$ cat src/rtl/core/sacl_pkg.sv
// ----------------------------------------------------------------------------
// sacl_pkg - shared types and constants for the set-associative tag lookup
// Controller states, command/status bundles between controller and datapath,
// register map, reset values and the replacement LFSR step.
// ----------------------------------------------------------------------------
package sacl_pkg;

	// Fixed field widths
	localparam int ADDR_W  = 32;
	localparam int DELAY_W = 8;
	localparam int PADDR_W = 4;
	localparam int PDATA_W = 32;
	localparam int LFSR_W  = 8;

	// Register map, indexed by paddr[3:2]
	localparam logic [1:0] REG_BASE  = 2'd0;
	localparam logic [1:0] REG_LIMIT = 2'd1;
	localparam logic [1:0] REG_HIT   = 2'd2;
	localparam logic [1:0] REG_MISS  = 2'd3;

	// Register reset values
	localparam logic [ADDR_W-1:0]  BASE_RST  = 32'h0000_0000;
	localparam logic [ADDR_W-1:0]  LIMIT_RST = 32'hFFFF_FFFF;
	localparam logic [DELAY_W-1:0] HIT_RST   = 8'd1;
	localparam logic [DELAY_W-1:0] MISS_RST  = 8'd10;

	// Controller states
	typedef enum logic [2:0] {
		ST_CLEAR,
		ST_IDLE,
		ST_LINE,
		ST_SET,
		ST_RESULT
	} state_t;

	// Controller to datapath
	typedef struct packed {
		logic accept;
		logic clr_en;
		logic start_line;
		logic start_set;
		logic rd_en;
		logic finish;
	} dp_cmd_t;

	// Datapath to controller
	typedef struct packed {
		logic clr_last;
		logic req_cacheable;
		logic line_done;
		logic set_done;
		logic out_free;
	} dp_status_t;

	// One step of the XNOR LFSR, taps 7, 3, 2, 1
	function automatic logic [LFSR_W-1:0] lfsr_step(input logic [LFSR_W-1:0] s);
		logic fb;
		fb = ~(s[7] ^ s[3] ^ s[2] ^ s[1]);
		return {s[LFSR_W-2:0], fb};
	endfunction

endpackage

$ cat src/rtl/core/sacl_ctrl.sv
// ----------------------------------------------------------------------------
// sacl_ctrl - lookup sequencer
// Runs the valid-bit clearing pass after reset, then takes one address at a
// time to result/update, via line split, set split and row read if cacheable.
// ----------------------------------------------------------------------------
module sacl_ctrl (
	input  logic                 clk,
	input  logic                 arst_n,
	input  logic                 req_valid,
	output logic                 req_stall,
	input  sacl_pkg::dp_status_t st,
	output sacl_pkg::dp_cmd_t    cmd
);

	import sacl_pkg::*;

	state_t state_q;
	state_t state_d;

	// state register
	always_ff @(posedge clk or negedge arst_n) begin
		if (!arst_n) begin
			state_q <= ST_CLEAR;
		end else begin
			state_q <= state_d;
		end
	end

	// next state and commands
	always_comb begin
		state_d   = state_q;
		cmd       = '0;
		req_stall = 1'b1;
		unique case (state_q)
			ST_CLEAR: begin
				cmd.clr_en = 1'b1;
				if (st.clr_last) begin
					state_d = ST_IDLE;
				end
			end
			ST_IDLE: begin
				req_stall = 1'b0;
				if (req_valid) begin
					cmd.accept = 1'b1;
					if (st.req_cacheable) begin
						cmd.start_line = 1'b1;
						state_d        = ST_LINE;
					end else begin
						state_d = ST_RESULT;
					end
				end
			end
			ST_LINE: begin
				if (st.line_done) begin
					cmd.start_set = 1'b1;
					state_d       = ST_SET;
				end
			end
			ST_SET: begin
				if (st.set_done) begin
					cmd.rd_en = 1'b1;
					state_d   = ST_RESULT;
				end
			end
			ST_RESULT: begin
				if (st.out_free) begin
					cmd.finish = 1'b1;
					state_d    = ST_IDLE;
				end
			end
			default: begin
				state_d = ST_IDLE;
			end
		endcase
	end

endmodule

$ cat config.mk
export PLATFORM = sky130hd
export DESIGN_NAME = sacl_ctrl
export DESIGN_NICKNAME = d
export VERILOG_FILES = /design/src/rtl/core/sacl_pkg.sv /design/src/rtl/core/sacl_ctrl.sv
export SDC_FILE = /design/constraint.sdc
export NUM_CORES = 1
export LEC_CHECK = 0
export ABC_AREA = 1
export BUFFER_PORTS_ARGS = -buffer_cell sky130_fd_sc_hd__buf_2
export CORE_AREA = 5 5 42 44
export CTS_CLUSTER_DIAMETER = 50
export DETAILED_ROUTE_END_ITERATION = 16
export DIE_AREA = 0 0 47 49
export GPL_TIMING_DRIVEN = 0
export PLACE_DENSITY = 0.48
export SETUP_SLACK_MARGIN = 0.5
export SLEW_MARGIN = 20
export SYNTH_ARGS = -nofsm -noshare
export SYNTH_HDL_FRONTEND = slang
export SYNTH_SLANG_ARGS = --single-unit
$ cat constraint.sdc
create_clock -name clk -period 3.3 [get_ports clk]
set_clock_uncertainty 0.1 [all_clocks]
set_input_delay 0.165 -clock clk [delete_from_list [all_inputs] [get_ports clk]]
set_output_delay 0.165 -clock clk [all_outputs]
set_load 0.05 [all_outputs]
## After elaboration in Yosys (flattened, before gate mapping)

Cells that the tools add are included.
Widths: inputs -> output; s select.

| word-level totals | value |
|---|---|
| register bits | 3 |
| bits in writable memories | 0 |
| latch bits | 0 |
| memories kept | 0 |
| logic and storage cells | 32 |
| output and inout bits | 7 |
| ROM bits | 0 |
| input bits | 8 |

| operators by class | value |
|---|---|
| add/sub/neg operators | 0 |
| magnitude comparators | 0 |
| equal/unequal tests | 9 |
| divide/modulo/power cells | 0 |
| multiplexer cells | 20 |
| multiply operators | 0 |
| bitwise logic cells | 0 |
| shift-type cells | 0 |
| reduce and logical (&&, ||, !) cells | 2 |

Operator list:

| kind | number |
|---|---|
| $mux 3 | 6 |
| $pmux 3 s5 | 1 |
| $mux 1 | 13 |
| $ne 2x2->1 const B | 5 |
| $eq 3x2->1 const B | 2 |
| $reduce_and 5->1 | 1 |
| $eq 3x1->1 const B | 1 |
| $eq 3x3->1 const B | 1 |
| $logic_not 3->1 | 1 |

## Logic depth before layout (Yosys ltp)

| logic depth | value |
|---|---|
| depth after elaboration | 3 |
| depth in mapped cells | 7 |
| depth with buffers taken out | 7 |

## Worst setup path after synthesis

No wires, ideal clock.

| path | value |
|---|---|
| kind | register -> output |
| from | register state_q[2] |
| to | output port cmd[0] (netlist bit) |
| slack | 1.017 ns |
| cell stages (with the launch flop) | 3 |
| data required time | 3.035 ns |
| path buffers | 0 |
| data arrival time | 2.018 ns |
| cells stage by stage | dfrtp_1 -> inv_2 -> nor4_1 |

RTL lines:

| item | line | text |
|---|---|---|
| start, declared | sacl_ctrl.sv:17 | `state_t state_q;` |
| start signal, assigned | sacl_ctrl.sv:25 | `state_q <= state_d;` |
| end, declared | sacl_ctrl.sv:12 | `output sacl_pkg::dp_cmd_t cmd` |

==> flow_summary_export.csv <==
group,metric,value,unit
global_route,grt_usage,6.63,%
synthesis,netlist_area,303,um2
sta,finalSetupViolCount,0,
routing,drt_iter0_markers,9,
clocking,clkLatencyLatePin,0.23,ns
worst_setup_path,crit_start,"state_q[2]",
hold_path,min_from,"st[3]",
worst_setup_path,critPathKind,"reg2out",
global_route,grt_pass1_wl,1120,um
final_layout,drive_above_1_share,44.8,%
final_layout,reg_top3,"state_q (3)",
final_layout,layout_common_cells,"buf_2, inv_1, nand2_1, nand3_1",
power_and_ir_drop,p_int,177,uW
global_route,grt_overflow,0,
power_and_ir_drop,ir_worst_vdd,0.000324,V
synthesis,syn_inst,48,
final_layout,largest_reg_flops,3,
final_layout,final_common_cell,"buf_2",
worst_setup_path,cp.arrival,1.37,ns
clocking,cts.clk_slew.worst_paths,0.03,ns
outcome,status,"completed",
synthesis,yosys.area.top_type,"dfrtp_1",
clocking,post-cts-setup-buffers,0,
power_and_ir_drop,power_frac_clock,14.8,%
place,io_buffers,14,
power_and_ir_drop,p_leak,0.264,nW
clocking,cts_buffers,3,
synthesis,yosys-top-cells-area,"dfrtp_1, nand3_1, inv_1, nand2_1, nor2_4",
synthesis,avgSynthCellArea,6.31,um2
worst_setup_path,cp.required,3.03,ns
clocking,cts_buffer_depth,2,
final_layout,regMostFlops,"state_q",
routing,ant_nets,0,
worst_setup_path,worstPathMaxFanout,6,
power_and_ir_drop,p_switching,243,uW
sta,final.setup.tns,0,ns
synthesis,synth-seq-cells,3,
sta,period_needed,1.63,ns
floorplan,rows,14,
sta,fmax,613,MHz
global_route,grt_max_degree,7,
power_and_ir_drop,cellPowerDensity,978,nW/um2
routing,drc,0,
place,placed_area,393,um2
worst_setup_path,reg2reg_depth,6,
worst_setup_path,startpoint_type,"flop",
power_and_ir_drop,seq_power_share,18.9,%
place,gp_congestion,0.732,
global_route,grt_pass1_vias,296,
clocking,cts.sinks,3,
clocking,cts_tree,"built",
power_and_ir_drop,fin_total_pwr,420,uW
final_layout,fin_nets,76,
hold_path,worstHoldPathType,"in2reg",
clocking,cts_max_level,1,
floorplan,die_w,47,um
routing,vias_per_cell,4.23,
worst_setup_path,timing.rr.end,"state_q[1]",
power_and_ir_drop,switching_share,57.8,%
place,pre_cts_ws,1.91,ns
floorplan,dieArea,2300,um2
floorplan,initial_core_util,21.6,%
routing,via_count,351,
sta,relSlewSlack,81.0,%
worst_setup_path,critPathCaptureType,"primary output",
sta,rsz0062_at_grt,"false",
worst_setup_path,r2r_setup_slack,2.02,ns
sta,finalHoldViolations,0,
floorplan,num_io_pins,15,
synthesis,synth.distinct_cells,15,
synthesis,synth-seq-area-share,24.8,%
floorplan,die_y,49,um
sta,timing.final.crit_share,49.5,%
place,hpwl,567,um
sta,slew_viol_final,0,
final_layout,n_antenna_cell,0,
final_layout,areaGrowthSynthToFinish,41.7,%
routing,wl,666,um
worst_setup_path,cp-endpoint,"cmd[3]",
floorplan,core_area,1400,um2
global_route,antenna_found_initial,0,
run,drv_cap,0,
sta,fin_ws,1.67,ns
final_layout,fin_area,429,um2
power_and_ir_drop,combPwrFrac,66.3,%
synthesis,syn_nets,56,
sta,timing.hold.ws,0.142,ns
hold_path,holdPathStages,4,
clocking,root_buffer,"clkbuf_4",
synthesis,yosys_warnings,0,
worst_setup_path,reg2reg_from,"state_q[1]",
routing,dr.pass1.iters,4,
sta,tightest_slew,0.286,ns
synthesis,yosys.area.top_type_share,24.8,%
routing,wl_per_cell,8.02,um
## worst max-delay path: stages (launching register included)
cell and delay, ns:
dfrtp_1 0.47, nor2_4 0.18, nand2_2 0.09, nor3_1 0.12
buf_2 0.28
## logic make-up after synthesis
logic type | synth area share [%]
and+or+nand+nor | 50.8
buffers and inverters | 14.9
AOI/OAI and AO/OA | 9.50
DFF | 24.8
## repair_timing
action	4_1_cts	5_1_grt
hold endpoints to repair	3	0
hold buffers	1	0
gates resized for setup	0	0
## power by group through the flow
| stage | clock network, mW | registers, mW | logic, mW |
|---|---|---|---|
| after floorplan | 0 | 0.0736 | 0.233 |
| after global placement | 0 | 0.0798 | 0.281 |
| after detailed placement | 0 | 0.0794 | 0.280 |
| after CTS | 0.0650 | 0.0791 | 0.282 |
| after global routing | 0.0732 | 0.0813 | 0.306 |
| final | 0.0623 | 0.0792 | 0.278 |
## Yosys cell counts
library cell	n
nor4_1	1
nor2_4	2
inv_2	5
nand2_1	7
inv_1	7
nand3_2	1
nand2_2	3
nor3_1	2
nor2_1	5
o21bai_1	2
nor2_2	1
nand3_1	7
a21oi_1	1
o21ai_2	1
dfrtp_1	3
## cell type report
class | count | area [um2]
clock buffers | 4 | 26.3
fillers | 160 | 972
inverters | 12 | 45.0
multi-input cells | 33 | 183
flip-flops and latches | 3 | 75.1
well taps | 16 | 20.0
repair buffers | 15 | 80.1
## worst min path at each step
stage	to	slack, ns
after floorplan	state_q[0]	-0.23
after global placement	state_q[1]	-0.14
after detailed placement	state_q[1]	-0.14
after CTS	state_q[2]	0.14
after global routing	state_q[0]	0.15
final	state_q[2]	0.14
## stage by stage
step	instances	utilization, %
5_1_grt	83	30.6
2_1_floorplan	48	-
4_1_cts	83	30.6
6_report	83	30.6
3_5_place_dp	78	28.0
3_3_place_gp	78	28.0
## per-layer routing
metal  vias to the layer above  GRT usage [%]  share of wire (%)
li1                        191              -                  -
met1                       150           8.85                 47
met4                         0           1.38                  0
met5                         -              0                  0
met2                        10           8.82                 45
met3                         0           4.43                8.0
Power figures use the tool's default switching activity.
